### config.mk
export PLATFORM = sky130hd
export DESIGN_NAME = mouse_button_double_click_tracker_core_flat
export DESIGN_NICKNAME = d
export VERILOG_FILES = /design/src/rtl/mbdct_pkg.sv /design/src/rtl/mbdct_in_if.sv /design/src/rtl/mbdct_out_if.sv /design/src/rtl/mbdct_in_stage.sv /design/src/rtl/mbdct_update.sv /design/src/rtl/mouse_button_double_click_tracker_core.sv /design/src/flat_wrapper.sv
export SDC_FILE = /design/constraint.sdc
export NUM_CORES = 1
export LEC_CHECK = 0
export ABC_AREA = 1
export BUFFER_PORTS_ARGS = -buffer_cell sky130_fd_sc_hd__buf_4
export CORE_MARGIN = 4
export CORE_UTILIZATION = 60
export DETAILED_ROUTE_END_ITERATION = 10
export PLACE_DENSITY_LB_ADDON = 0.25
export SLEW_MARGIN = 20
export SYNTH_ARGS = -nofsm -noshare
export SYNTH_HDL_FRONTEND = slang
export SYNTH_SLANG_ARGS = --single-unit
### constraint.sdc
create_clock -name clk_i -period 5.05 [get_ports clk_i]
set_input_delay 1.01 -clock clk_i [delete_from_list [all_inputs] [get_ports clk_i]]
set_output_delay 1.01 -clock clk_i [all_outputs]
set_load 0.01 [all_outputs]
### src/rtl/mbdct_pkg.sv
// mbdct_pkg: shared types and constants for the mouse button double-click tracker
// no dependencies; imported by the interfaces and all tracker modules
`default_nettype none

package mbdct_pkg;

  localparam int unsigned NumButtons = 3;
  localparam int unsigned PosW       = 16;
  localparam int unsigned WindowW    = 16;

  // double-click window after reset, in ticks
  localparam logic [WindowW-1:0] WindowRst = 16'd500;

  // action codes of an input transaction
  typedef enum logic [1:0] {
    ACT_LEVEL  = 2'd0,
    ACT_SCROLL = 2'd1,
    ACT_FRAME  = 2'd2,
    ACT_TICK   = 2'd3
  } action_e;

  // per-button flag set
  typedef struct packed {
    logic dbl;
    logic allowed;
    logic waiting;
    logic latched;
    logic released;
    logic pressed;
    logic held;
  } btn_flags_t;

  // one registered input transaction
  typedef struct packed {
    logic [1:0]             action;
    logic [1:0]             button;
    logic                   level;
    logic signed [PosW-1:0] pos_x;
    logic signed [PosW-1:0] pos_y;
    logic                   scroll_up;
    logic                   scroll_down;
    logic                   clear_pressed;
    logic                   clear_released;
    logic                   clear_held;
  } item_t;

  // one result transaction
  typedef struct packed {
    logic [NumButtons-1:0] pressed_mask;
    logic [NumButtons-1:0] released_mask;
    logic [NumButtons-1:0] held_mask;
    logic [NumButtons-1:0] double_click_mask;
    logic                  wheel_up;
    logic                  wheel_down;
  } result_t;

endpackage

`default_nettype wire

### src/rtl/mbdct_in_if.sv
// mbdct_in_if: valid/ready channel carrying one tracker input transaction
// depends on mbdct_pkg for field widths
`default_nettype none

interface mbdct_in_if
  import mbdct_pkg::*;
();
  logic                   valid;
  logic                   ready;
  logic [1:0]             action;
  logic [1:0]             button;
  logic                   level;
  logic signed [PosW-1:0] pos_x;
  logic signed [PosW-1:0] pos_y;
  logic                   scroll_up;
  logic                   scroll_down;
  logic                   clear_pressed;
  logic                   clear_released;
  logic                   clear_held;

  modport source (
    output valid, action, button, level, pos_x, pos_y, scroll_up, scroll_down,
           clear_pressed, clear_released, clear_held,
    input  ready
  );

  modport sink (
    input  valid, action, button, level, pos_x, pos_y, scroll_up, scroll_down,
           clear_pressed, clear_released, clear_held,
    output ready
  );
endinterface

`default_nettype wire

### src/rtl/mbdct_out_if.sv
// mbdct_out_if: valid/ready channel carrying one tracker result transaction
// depends on mbdct_pkg for field widths
`default_nettype none

interface mbdct_out_if
  import mbdct_pkg::*;
();
  logic                  valid;
  logic                  ready;
  logic [NumButtons-1:0] pressed_mask;
  logic [NumButtons-1:0] released_mask;
  logic [NumButtons-1:0] held_mask;
  logic [NumButtons-1:0] double_click_mask;
  logic                  wheel_up;
  logic                  wheel_down;

  modport source (
    output valid, pressed_mask, released_mask, held_mask, double_click_mask,
           wheel_up, wheel_down,
    input  ready
  );

  modport sink (
    input  valid, pressed_mask, released_mask, held_mask, double_click_mask,
           wheel_up, wheel_down,
    output ready
  );
endinterface

`default_nettype wire

### src/rtl/mbdct_in_stage.sv
// mbdct_in_stage: input register for tracker transactions
// depends on mbdct_pkg and mbdct_in_if
`default_nettype none

module mbdct_in_stage
  import mbdct_pkg::*;
(
  input  wire logic   clk_i,
  input  wire logic   rst_ni,
  mbdct_in_if.sink    in_i,
  input  wire logic   advance_i,
  output logic        valid_o,
  output item_t       item_o
);

  logic  valid_q, valid_d;
  item_t item_q;

  // free when empty or when the held transaction moves on this cycle
  assign in_i.ready = !valid_q || advance_i;

  always_comb begin
    valid_d = valid_q;
    if (in_i.ready) begin
      valid_d = in_i.valid;
    end
  end

  always_ff @(posedge clk_i or negedge rst_ni) begin
    if (!rst_ni) begin
      valid_q <= 1'b0;
    end else begin
      valid_q <= valid_d;
    end
  end

  // payload register, no reset
  always_ff @(posedge clk_i) begin
    if (in_i.ready && in_i.valid) begin
      item_q.action         <= in_i.action;
      item_q.button         <= in_i.button;
      item_q.level          <= in_i.level;
      item_q.pos_x          <= in_i.pos_x;
      item_q.pos_y          <= in_i.pos_y;
      item_q.scroll_up      <= in_i.scroll_up;
      item_q.scroll_down    <= in_i.scroll_down;
      item_q.clear_pressed  <= in_i.clear_pressed;
      item_q.clear_released <= in_i.clear_released;
      item_q.clear_held     <= in_i.clear_held;
    end
  end

  assign valid_o = valid_q;
  assign item_o  = item_q;

endmodule

`default_nettype wire

### src/rtl/mbdct_update.sv
// mbdct_update: button, tick, position and scroll state with its update logic
// depends on mbdct_pkg; produces the result of the transaction being applied
`default_nettype none

module mbdct_update
  import mbdct_pkg::*;
#(
  parameter int unsigned TICK_COUNT_BITS = 16
) (
  input  wire logic               clk_i,
  input  wire logic               rst_ni,
  input  wire logic               cfg_we_i,
  input  wire logic [WindowW-1:0] cfg_wdata_i,
  input  wire logic               apply_i,
  input  wire item_t              item_i,
  output result_t                 result_o
);

  localparam int unsigned TickW = TICK_COUNT_BITS;
  localparam int unsigned CmpW  = (TickW > WindowW) ? TickW : WindowW;

  btn_flags_t             flags_q [NumButtons];
  btn_flags_t             flags_d [NumButtons];
  logic [TickW-1:0]       ticks_q [NumButtons];
  logic [TickW-1:0]       ticks_d [NumButtons];
  logic signed [PosW-1:0] rel_x_q, rel_x_d;
  logic signed [PosW-1:0] rel_y_q, rel_y_d;
  logic                   scr_up_q, scr_up_d;
  logic                   scr_dn_q, scr_dn_d;
  logic [WindowW-1:0]     window_q;
  logic [CmpW-1:0]        window_ext;
  logic                   pos_match;

  assign window_ext = CmpW'(window_q);
  assign pos_match  = (rel_x_q == item_i.pos_x) && (rel_y_q == item_i.pos_y);

  // next state for the transaction in the input register
  always_comb begin
    btn_flags_t      f;
    logic [CmpW-1:0] t_ext;
    for (int b = 0; b < NumButtons; b++) begin
      flags_d[b] = flags_q[b];
      ticks_d[b] = ticks_q[b];
    end
    rel_x_d  = rel_x_q;
    rel_y_d  = rel_y_q;
    scr_up_d = scr_up_q;
    scr_dn_d = scr_dn_q;
    f        = '0;
    t_ext    = '0;

    case (action_e'(item_i.action))
      ACT_LEVEL: begin
        for (int b = 0; b < NumButtons; b++) begin
          if (item_i.button == 2'(b)) begin
            f     = flags_q[b];
            t_ext = CmpW'(ticks_q[b]);
            f.held = item_i.level;
            if (!f.latched) begin
              f.pressed = item_i.level;
            end
            f.released = !item_i.level;
            f.latched  = item_i.level;
            if (f.released) begin
              // release: arm the wait on the second release, store position
              if (f.allowed) begin
                f.waiting = 1'b1;
                rel_x_d   = item_i.pos_x;
                rel_y_d   = item_i.pos_y;
              end else begin
                f.allowed = 1'b1;
              end
              ticks_d[b] = '0;
            end else if (f.pressed && f.waiting) begin
              // press during a wait: check window and position
              if ((t_ext < window_ext) && pos_match) begin
                f.dbl = 1'b1;
              end
              f.waiting = 1'b0;
              f.allowed = 1'b0;
            end
            flags_d[b] = f;
          end
        end
      end
      ACT_SCROLL: begin
        scr_up_d = item_i.scroll_up;
        scr_dn_d = item_i.scroll_down;
      end
      ACT_FRAME: begin
        for (int b = 0; b < NumButtons; b++) begin
          f     = flags_q[b];
          t_ext = CmpW'(ticks_q[b]);
          if (item_i.clear_pressed)  f.pressed  = 1'b0;
          if (item_i.clear_released) f.released = 1'b0;
          if (item_i.clear_held)     f.held     = 1'b0;
          f.dbl = 1'b0;
          // drop waits that ran past the window
          if (t_ext > window_ext) begin
            f.waiting = 1'b0;
          end
          flags_d[b] = f;
        end
        scr_up_d = 1'b0;
        scr_dn_d = 1'b0;
      end
      ACT_TICK: begin
        // saturating tick counters
        for (int b = 0; b < NumButtons; b++) begin
          if (ticks_q[b] != {TickW{1'b1}}) begin
            ticks_d[b] = ticks_q[b] + TickW'(1);
          end
        end
      end
      default: begin
      end
    endcase
  end

  // result fields from the updated state
  always_comb begin
    for (int b = 0; b < NumButtons; b++) begin
      result_o.pressed_mask[b]      = flags_d[b].pressed;
      result_o.released_mask[b]     = flags_d[b].released;
      result_o.held_mask[b]         = flags_d[b].held;
      result_o.double_click_mask[b] = flags_d[b].dbl;
    end
    result_o.wheel_up   = scr_up_d;
    result_o.wheel_down = scr_dn_d;
  end

  // state registers
  always_ff @(posedge clk_i or negedge rst_ni) begin
    if (!rst_ni) begin
      for (int b = 0; b < NumButtons; b++) begin
        flags_q[b] <= '0;
        ticks_q[b] <= '0;
      end
      rel_x_q  <= '0;
      rel_y_q  <= '0;
      scr_up_q <= 1'b0;
      scr_dn_q <= 1'b0;
    end else if (apply_i) begin
      for (int b = 0; b < NumButtons; b++) begin
        flags_q[b] <= flags_d[b];
        ticks_q[b] <= ticks_d[b];
      end
      rel_x_q  <= rel_x_d;
      rel_y_q  <= rel_y_d;
      scr_up_q <= scr_up_d;
      scr_dn_q <= scr_dn_d;
    end
  end

  // configuration register
  always_ff @(posedge clk_i or negedge rst_ni) begin
    if (!rst_ni) begin
      window_q <= WindowRst;
    end else if (cfg_we_i) begin
      window_q <= cfg_wdata_i;
    end
  end

endmodule

`default_nettype wire

### src/rtl/mouse_button_double_click_tracker_core.sv
// mouse_button_double_click_tracker_core: top level of the double-click tracker
// depends on mbdct_pkg, mbdct_in_if, mbdct_out_if, mbdct_in_stage, mbdct_update
//
//   port          dir   handshake     contents
//   in_i          sink  valid/ready   action, button, level, position, scroll, clears
//   out_o         src   valid/ready   button masks and scroll flags, one per input
//   cfg_we_i/..   in    write enable  double-click window (16 bits)
//
// each transaction passes through the input register and then the result register;
// one transaction per cycle is sustained while the output is ready.
// the state update sits between the two registers and is applied when the result
// register is free or being drained in the same cycle.
// reset clears all flags, tick counts, stored position and sets the window to 500.
// a stalled output holds both registers; input ready drops only when both are full.
`default_nettype none

module mouse_button_double_click_tracker_core
  import mbdct_pkg::*;
#(
  parameter int unsigned TICK_COUNT_BITS = 16
) (
  input  wire logic               clk_i,
  input  wire logic               rst_ni,
  input  wire logic               cfg_we_i,
  input  wire logic [WindowW-1:0] cfg_wdata_i,
  mbdct_in_if.sink                in_i,
  mbdct_out_if.source             out_o
);

  logic    item_valid;
  item_t   item;
  logic    advance;
  result_t result_d;
  result_t result_q;
  logic    out_valid_q, out_valid_d;

  // move the held transaction into the result register when it is free
  assign advance = item_valid && (!out_valid_q || out_o.ready);

  mbdct_in_stage u_in_stage (
    .clk_i     (clk_i),
    .rst_ni    (rst_ni),
    .in_i      (in_i),
    .advance_i (advance),
    .valid_o   (item_valid),
    .item_o    (item)
  );

  mbdct_update #(
    .TICK_COUNT_BITS (TICK_COUNT_BITS)
  ) u_update (
    .clk_i       (clk_i),
    .rst_ni      (rst_ni),
    .cfg_we_i    (cfg_we_i),
    .cfg_wdata_i (cfg_wdata_i),
    .apply_i     (advance),
    .item_i      (item),
    .result_o    (result_d)
  );

  // result register valid
  always_comb begin
    out_valid_d = out_valid_q;
    if (advance) begin
      out_valid_d = 1'b1;
    end else if (out_o.ready) begin
      out_valid_d = 1'b0;
    end
  end

  always_ff @(posedge clk_i or negedge rst_ni) begin
    if (!rst_ni) begin
      out_valid_q <= 1'b0;
    end else begin
      out_valid_q <= out_valid_d;
    end
  end

  // result payload, no reset
  always_ff @(posedge clk_i) begin
    if (advance) begin
      result_q <= result_d;
    end
  end

  assign out_o.valid             = out_valid_q;
  assign out_o.pressed_mask      = result_q.pressed_mask;
  assign out_o.released_mask     = result_q.released_mask;
  assign out_o.held_mask         = result_q.held_mask;
  assign out_o.double_click_mask = result_q.double_click_mask;
  assign out_o.wheel_up          = result_q.wheel_up;
  assign out_o.wheel_down        = result_q.wheel_down;

endmodule

`default_nettype wire

### src/flat_wrapper.sv
// flat-port wrapper written by rule: the top's interface ports become plain ports
module mouse_button_double_click_tracker_core_flat import mbdct_pkg::*;
#(
  parameter int unsigned TICK_COUNT_BITS = 16
)
  (clk_i, rst_ni, cfg_we_i, cfg_wdata_i, in_i_valid, in_i_action, in_i_button, in_i_level, in_i_pos_x, in_i_pos_y, in_i_scroll_up, in_i_scroll_down, in_i_clear_pressed, in_i_clear_released, in_i_clear_held, in_i_ready, out_o_valid, out_o_pressed_mask, out_o_released_mask, out_o_held_mask, out_o_double_click_mask, out_o_wheel_up, out_o_wheel_down, out_o_ready);
  mbdct_in_if in_i_i ();
  mbdct_out_if out_o_i ();
  input  wire logic clk_i;
  input  wire logic rst_ni;
  input  wire logic cfg_we_i;
  input  wire logic [WindowW-1:0] cfg_wdata_i;
  input wire logic [$bits(in_i_i.valid)-1:0] in_i_valid;
  input wire logic [$bits(in_i_i.action)-1:0] in_i_action;
  input wire logic [$bits(in_i_i.button)-1:0] in_i_button;
  input wire logic [$bits(in_i_i.level)-1:0] in_i_level;
  input wire logic [$bits(in_i_i.pos_x)-1:0] in_i_pos_x;
  input wire logic [$bits(in_i_i.pos_y)-1:0] in_i_pos_y;
  input wire logic [$bits(in_i_i.scroll_up)-1:0] in_i_scroll_up;
  input wire logic [$bits(in_i_i.scroll_down)-1:0] in_i_scroll_down;
  input wire logic [$bits(in_i_i.clear_pressed)-1:0] in_i_clear_pressed;
  input wire logic [$bits(in_i_i.clear_released)-1:0] in_i_clear_released;
  input wire logic [$bits(in_i_i.clear_held)-1:0] in_i_clear_held;
  output wire logic [$bits(in_i_i.ready)-1:0] in_i_ready;
  output wire logic [$bits(out_o_i.valid)-1:0] out_o_valid;
  output wire logic [$bits(out_o_i.pressed_mask)-1:0] out_o_pressed_mask;
  output wire logic [$bits(out_o_i.released_mask)-1:0] out_o_released_mask;
  output wire logic [$bits(out_o_i.held_mask)-1:0] out_o_held_mask;
  output wire logic [$bits(out_o_i.double_click_mask)-1:0] out_o_double_click_mask;
  output wire logic [$bits(out_o_i.wheel_up)-1:0] out_o_wheel_up;
  output wire logic [$bits(out_o_i.wheel_down)-1:0] out_o_wheel_down;
  input wire logic [$bits(out_o_i.ready)-1:0] out_o_ready;
  assign in_i_i.valid = in_i_valid;
  assign in_i_i.action = in_i_action;
  assign in_i_i.button = in_i_button;
  assign in_i_i.level = in_i_level;
  assign in_i_i.pos_x = in_i_pos_x;
  assign in_i_i.pos_y = in_i_pos_y;
  assign in_i_i.scroll_up = in_i_scroll_up;
  assign in_i_i.scroll_down = in_i_scroll_down;
  assign in_i_i.clear_pressed = in_i_clear_pressed;
  assign in_i_i.clear_released = in_i_clear_released;
  assign in_i_i.clear_held = in_i_clear_held;
  assign in_i_ready = in_i_i.ready;
  assign out_o_valid = out_o_i.valid;
  assign out_o_pressed_mask = out_o_i.pressed_mask;
  assign out_o_released_mask = out_o_i.released_mask;
  assign out_o_held_mask = out_o_i.held_mask;
  assign out_o_double_click_mask = out_o_i.double_click_mask;
  assign out_o_wheel_up = out_o_i.wheel_up;
  assign out_o_wheel_down = out_o_i.wheel_down;
  assign out_o_i.ready = out_o_ready;
  mouse_button_double_click_tracker_core #(.TICK_COUNT_BITS(TICK_COUNT_BITS)) u_core (.clk_i(clk_i), .rst_ni(rst_ni), .cfg_we_i(cfg_we_i), .cfg_wdata_i(cfg_wdata_i), .in_i(in_i_i), .out_o(out_o_i));
endmodule
==> flow_summary.yaml, run 1 <==
run_status:
  status: "completed"
clock_network:
  clock_latency_ns: 0.44
  numCtsBuffers: 17
  post_cts_resize_count: 0
  root_buffer: "clkbuf_16"
  post_cts_buffers: 0
  path_clk_slew_ns: 0.07
  clockBufferDepth: 2
  hold_buffers: 0
  htree_levels: 4
  cts_tree: "yes"
  cts.sink_count: 177
timing:
  min_period_ns: 2.87
  fin_crit_sh_pct: 56.8
  worst_hold_slack_ns: 0.474
  slew_headroom_pct: 39.9
  finalWorstSetupSlack_ns: 2.18
  finalHoldViolCount: 0
  setup_viol: 0
  worstMarginPinSlew_ns: 0.901
  rsz0062_at_grt: "false"
  clock.fmax_mhz: 349
  clock_skew_ns: 0.0166
  slew_viol_final: 0
  fin_tns_setup_ns: 0
power_and_ir_drop:
  leakagePower_nw: 5.15
  p_per_area_mw_per_mm2: 339
  max-vdd-ir-drop_uv: 252
layout:
  mostFrequentLayoutCell: "nand2_1"
  fin_nets: 1354
  drive_above_1_share_pct: 12.7
  syn2layout_area_growth_pct: 13.8
  multi_input_area_mm2: 0.00416
  antenna_cells: 0
  final_cell_mix: "nand2_1 (355), inv_1 (147), dfrtp_1 (115)"
  regArea_mm2: 0.00472
  fin_util_pct: 69.4
  fill_cells: 1260
worst_setup_path:
  required_ns: 5.37
  crit_path_start: "u_core.u_in_stage.item_o[40]"
  crit_path_end: "u_core.u_update.ticks_q[37]"
  rr_worst_depth: 11
  r2r_slack_ns: 2.18
  rr_startpoint: "u_core.u_in_stage.item_o[40]"
  crit_path_max_fanout: 18
  critPathLaunchType: "flop"
  crit_arrival_ns: 3.19
  critical_path_class: "flop to flop"
  slowest_stage: "edfxtp_1"
  cp-end-kind: "flop"
  path_cells: "inv_1, ha_1, inv_2, nor2_2, nand2_1, a21oi_1, nand2_1, inv_2, nand3_1, o21ai_1, nor2_1"
  critPathMaxStageDelay_ns: 0.42
  r2r_end: "u_core.u_update.ticks_q[37]"
yosys:
  synthesis.nets: 1277
  synth-main-ff-cell: "dfrtp_1"
  synth_cell_types: 40
  ys_seq_elements: 177
  yosysTopAreaCell: "dfrtp_1"
  async_flop_share_pct: 68.4
  syn_area_mm2: 0.00965
  ys_seq_area_share_pct: 48.9
  synth_area_leaders: "dfrtp_1 (30%), edfxtp_1 (17%), nand2_1 (14%)"
  synth_edf_count: 56
  synth_top_area_share_pct: 29.8
  synthCells: 1159
  yosys_warnings: 0
  syn_avg_cell_area_um2: 8.33
global_route:
  grt_pass1_wl_um: 36300
  grt_max_degree: 70
  gr-total-overflow: 0
  grt_usage_pct: 24.9
  antenna_found_initial: 0
  first_global_vias: 7705
floorplan:
  ios: 79
  core_mm2: 0.0158
  die_w_um: 135
  fp.dieH_um: 135
  fp.dieArea_mm2: 0.0182
  row_count: 46
  initial_core_util_pct: 61.0
routing:
  drc: 0
  wl_um: 21600
  initialDrtViolationCount: 741
  vias: 7959
  route.antenna.remaining_nets: 0
  first_pass_iters: 9
  avgRoutedWirePerCell_um: 14.8
  vias_per_cell: 5.43
min_path:
  hold_path.class: "flop to flop"
  hold_start: "u_core.u_update.flags_q[11]"
placement:
  dp_hpwl_um: 15200
  place_congestion: 0.907
  dp_slack_ns: 2.08
  portBuffers: 78
run:
  cap_violations: 0
==> per-stage QoR <==
step	cell area, um^2	cells	total power, W
final	11000	1465	0.00372
after CTS	11000	1464	0.00374
after global routing	11000	1465	0.00390
after floorplan	9650	1159	0.00217
after global placement	10300	1431	0.00237
after detailed placement	10400	1432	0.00240
==> how the worst min path moves through the flow <==
stage	to	slack (ns)	cells after the start
after global routing	u_core.u_update.flags_q[11]	0.51	2
after global placement	u_core.u_update.flags_q[18]	0.46	2
final	u_core.u_update.flags_q[11]	0.47	2
after CTS	u_core.u_update.flags_q[11]	0.48	2
after floorplan	u_core.u_update.flags_q[18]	0.44	2
after detailed placement	u_core.u_update.flags_q[11]	0.46	2
==> critical path: cells and delay by family (launching register included) <==
family                     cells  cell delay [ns]
and+or+nand+nor                5             0.88
adders and majority gates      1             0.42
buffers and inverters          3             0.60
AOI/OAI and AO/OA              2             0.44
DFF                            1             0.42
==> synth_stat cells, types with 3 or more instances <==
cell type / n
nand2_1: 355
inv_1: 148
dfrtp_1: 115
nor2_1: 88
edfxtp_1: 56
ha_1: 55
o21ai_0: 53
nand3_1: 47
a21oi_1: 40
o21ai_1: 37
nor3_1: 22
nand4_1: 19
o31ai_1: 14
xor2_1: 14
buf_6: 11
o21ai_2: 8
buf_2: 7
xnor2_1: 7
clkbuf_1: 6
dfstp_2: 6
inv_2: 6
a31oi_1: 5
nor2_2: 5
nand3b_1: 4
o21a_1: 4
or2_2: 4
a21o_1: 3
==> flip-flops by register name, summed over array words and instances, names as in the netlist <==
| signal | cells |
|---|---|
| u_core.out_o.valid | 1 |
| u_core.out_o.pressed_mask | 3 |
| u_core.u_update.window_ext | 16 |
| u_core.u_update.scr_up_q | 1 |
| u_core.out_o.wheel_up | 1 |
| u_core.out_o.double_click_mask | 3 |
| u_core.u_update.flags_q | 21 |
| u_core.out_o.wheel_down | 1 |
| u_core.u_update.rel_x_q | 16 |
| u_core.u_in_stage.valid_o | 1 |
| u_core.u_in_stage.item_o | 42 |
| u_core.u_update.rel_y_q | 16 |
| u_core.out_o.held_mask | 3 |
| u_core.u_update.scr_dn_q | 1 |
| u_core.out_o.released_mask | 3 |
| u_core.u_update.ticks_q | 48 |
==> per-layer routing <==
metal	GRT usage [%]	vias up	part of all wire, %
met5	0	-	0
met4	7.92	0	2.2
met3	4.88	44	5.8
met2	40.6	248	48
met1	33.9	3743	44
li1	-	3924	-
==> layout make-up <==
type / instances / share of cell area (%)
clock buffers: 20 / 4.07
clock inverters: 12 / 1.34
inverters: 154 / 5.26
multi-input cells: 801 / 37.9
flip-flops and latches: 177 / 43.0
well taps: 216 / 2.46
repair buffers: 85 / 6.03
==> logic make-up (layout without fill, tap and decap cells) <==
kind of cell | Yosys count | in the layout | share of synthesized area, %
DFF | 177 | 177 | 48.9
muxes | 1 | 1 | 0.117
AOI/OAI and AO/OA | 170 | 170 | 10.1
adders and majority gates | 55 | 55 | 7.13
xor gates and xnor gates | 21 | 21 | 1.91
and+or+nand+nor | 554 | 554 | 23.8
buffers and inverters | 181 | 271 | 8.03
==> report_power, final <==
group,internal (W),leakage [nW],switching (W)
clock network,0.000754,0.278,0.000587
logic,0.000228,2.72,0.000393
registers,0.00165,2.15,0.000106
total,0.00263,5.15,0.00109
(Power assumes the default switching activity.)
==> inputs of run 2 (changes only) <==
--- a/config.mk
+++ b/config.mk
@@ -5,7 +5,7 @@
 export SDC_FILE = /design/constraint.sdc
 export NUM_CORES = 1
 export LEC_CHECK = 0
-export ABC_AREA = 1
+export ABC_AREA = 0
 export BUFFER_PORTS_ARGS = -buffer_cell sky130_fd_sc_hd__buf_4
 export CORE_MARGIN = 4
 export CORE_UTILIZATION = 60
==> constraint.sdc (replaced) <==
create_clock -name clk_i -period 2.8 [get_ports clk_i]
set_input_delay 0.56 -clock clk_i [delete_from_list [all_inputs] [get_ports clk_i]]
set_output_delay 0.56 -clock clk_i [all_outputs]
set_load 0.01 [all_outputs]
==> run 2 against run 1 <==
- worst setup slack lost 1.8 ns
- synthesized cell count shrank 28%
- worst hold slack lost 0.43 ns
- critical path type unchanged
- global-route usage shrank 0.98 points
- critical endpoint is now u_core.u_update.ticks_q[44]
- clock skew shrank 0.00090 ns
- sequential share of layout area grew 1.9 points
==> flow_summary.yaml, run 2 <==
placement:
  place_congestion: 0.888
  dp_slack_ns: 0.375
  dp_hpwl_um: 14700
  portBuffers: 78
worst_setup_path:
  path_cells: "inv_1, ha_1, nor4b_4, o211ai_1, o21bai_4, or2_2, o31ai_1"
  critical_path_buf_inv_count: 1
  critical_path_class: "flop to flop"
  crit_family: "compound AO/OA/AOI/OAI gates"
  required_ns: 3.13
  slowest_stage: "edfxtp_1"
  cp-end-kind: "flop"
  crit_path_max_fanout: 18
  crit_arrival_ns: 2.78
  critPathMaxStageDelay_ns: 0.42
  critPathLaunchType: "flop"
floorplan:
  initial_core_util_pct: 62.0
  core_mm2: 0.0147
  fp.dieH_um: 131
  fp.dieArea_mm2: 0.0172
  die_w_um: 131
  row_count: 44
  ios: 79
yosys:
  synthesis.nets: 953
  synth_most_common_cell: "dfrtp_1"
  ys_seq_elements: 177
  synthCells: 835
  yosys_warnings: 0
  synth_cell_types: 65
  synth_edf_count: 56
  synth_top_area_share_pct: 31.6
  async_flop_share_pct: 68.4
  synth_area_leaders: "dfrtp_1 (32%), edfxtp_1 (18%), ha_1 (7.5%)"
  synth_commonest_cells: "dfrtp_1 (115), nand2_1 (112), o21ai_0 (62)"
  yosysTopAreaCell: "dfrtp_1"
  ys_seq_area_share_pct: 51.8
  synth-main-ff-cell: "dfrtp_1"
  syn_avg_cell_area_um2: 10.9
  syn_area_mm2: 0.00911
routing:
  wl_um: 20100
  vias: 6686
  vias_per_cell: 5.99
  first_pass_iters: 5
  avgRoutedWirePerCell_um: 18.0
  drc: 0
  initialDrtViolationCount: 607
  route.antenna.remaining_nets: 0
power_and_ir_drop:
  p_per_area_mw_per_mm2: 623
  p_switching_w: 0.00193
  clkPwrFrac_pct: 37.3
  swShare_pct: 29.4
  power_frac_comb_pct: 14.1
  leakagePower_nw: 4.70
  p_int_w: 0.00463
  p_seq_share_pct: 48.7
  max-vdd-ir-drop_uv: 748
layout:
  antenna_cells: 0
  final_cell_mix: "dfrtp_1 (115), nand2_1 (112), buf_4 (92)"
  mostFrequentLayoutCell: "dfrtp_1"
  fin_nets: 1037
  top_register: "u_core.u_update.ticks_q"
  largest_reg_flops: 48
  drive_above_1_share_pct: 20.7
  syn2layout_area_growth_pct: 15.4
global_route:
  grt_usage_pct: 23.9
  antenna_found_initial: 0
  grt_pass1_wl_um: 33500
  gr-total-overflow: 0
  first_global_vias: 6776
  grt_max_degree: 44
timing:
  fin_tns_setup_ns: 0
  min_period_ns: 2.46
  finalWorstSetupSlack_ns: 0.343
  clock_skew_ns: 0.0157
  finalHoldViolCount: 0
  slew_viol_final: 0
  fin_crit_sh_pct: 87.7
  setup_viol: 0
  worstMarginPinSlew_ns: 0.978
  slew_headroom_pct: 34.8
  clock.fmax_mhz: 407
  rsz0062_at_grt: "false"
run:
  cap_violations: 0
clock_network:
  numCtsBuffers: 17
  htree_levels: 4
  root_buffer: "clkbuf_16"
  path_clk_slew_ns: 0.08
  post_cts_resize_count: 0
  post_cts_buffers: 0
  cts_tree: "yes"
  cts.sink_count: 177
  clockBufferDepth: 2
  clock_latency_ns: 0.44
  hold_buffers: 0
run_status:
  status: "completed"
min_path:
  hold_path.class: "input port to async pin"
## run 2: layout make-up
cell class	instances	area, um^2
inverter	37	139
tap	184	230
fill	1034	4180
multi-input combinational	593	4090
sequential	177	4720
timing repair buffer	93	711
clock buffer	17	425
clock inverter	15	203
## run 2: final timing paths
check	depth (start not counted)	end	startpoint	slack, ns
worst max-delay path	7	u_core.u_update.ticks_q[44]	u_core.u_in_stage.item_o[40]	0.34
max in group asynchronous	2	u_core.u_update.window_ext[2]	rst_ni	2.00
min in group clk_i	1	u_core.u_in_stage.item_o[7]	in_i_pos_y[2]	0.28
worst min-delay path	1	u_core.u_update.ticks_q[38]	rst_ni	0.05
worst min register to register	2	u_core.u_update.flags_q[2]	u_core.u_update.flags_q[2]	0.49
worst max register to register	7	u_core.u_update.ticks_q[44]	u_core.u_in_stage.item_o[40]	0.34
## run 2: logic make-up after synthesis
group,share of synthesized area [%]
buffers and inverters,3.39
AOI/OAI and AO/OA,10.6
and+or+nand+nor,16.3
adders and majority gates,7.55
muxes,5.67
DFF,51.8
xor gates and xnor gates,4.80
## run 2: metrics by stage
step	hold slack [ns]	utilization [%]	cell area (um^2)	total power, W	cells
after global placement	0.470	67.3	9890	0.00409	1084
final	0.0454	71.5	10500	0.00655	1116
after detailed placement	0.467	67.3	9890	0.00416	1084
after global routing	0.0613	71.5	10500	0.00686	1116
after floorplan	0.264	-	9110	0.00379	835
after CTS	0.0439	71.5	10500	0.00659	1116
## run 2: metal layers
| metal | vias to the layer above | part of all wire (%) | wire length (um) | global-route usage (%) |
|---|---|---|---|---|
| met5 | - | 0 | 0 | 0 |
| met4 | 0 | 2.1 | 427 | 8.34 |
| met3 | 35 | 5.4 | 1090 | 5.16 |
| met2 | 212 | 51 | 10200 | 40.0 |
| met1 | 3253 | 41 | 8340 | 31.2 |
| li1 | 3186 | - | - | - |
## run 2: power by group through the flow
stage               logic, W  registers, W  clock network, W
detailed placement  0.000921       0.00323                 0
CTS                 0.000934       0.00319           0.00247
floorplan           0.000610       0.00318                 0
finish              0.000924       0.00319           0.00244
global placement    0.000875       0.00321                 0
global route         0.00104       0.00322           0.00260
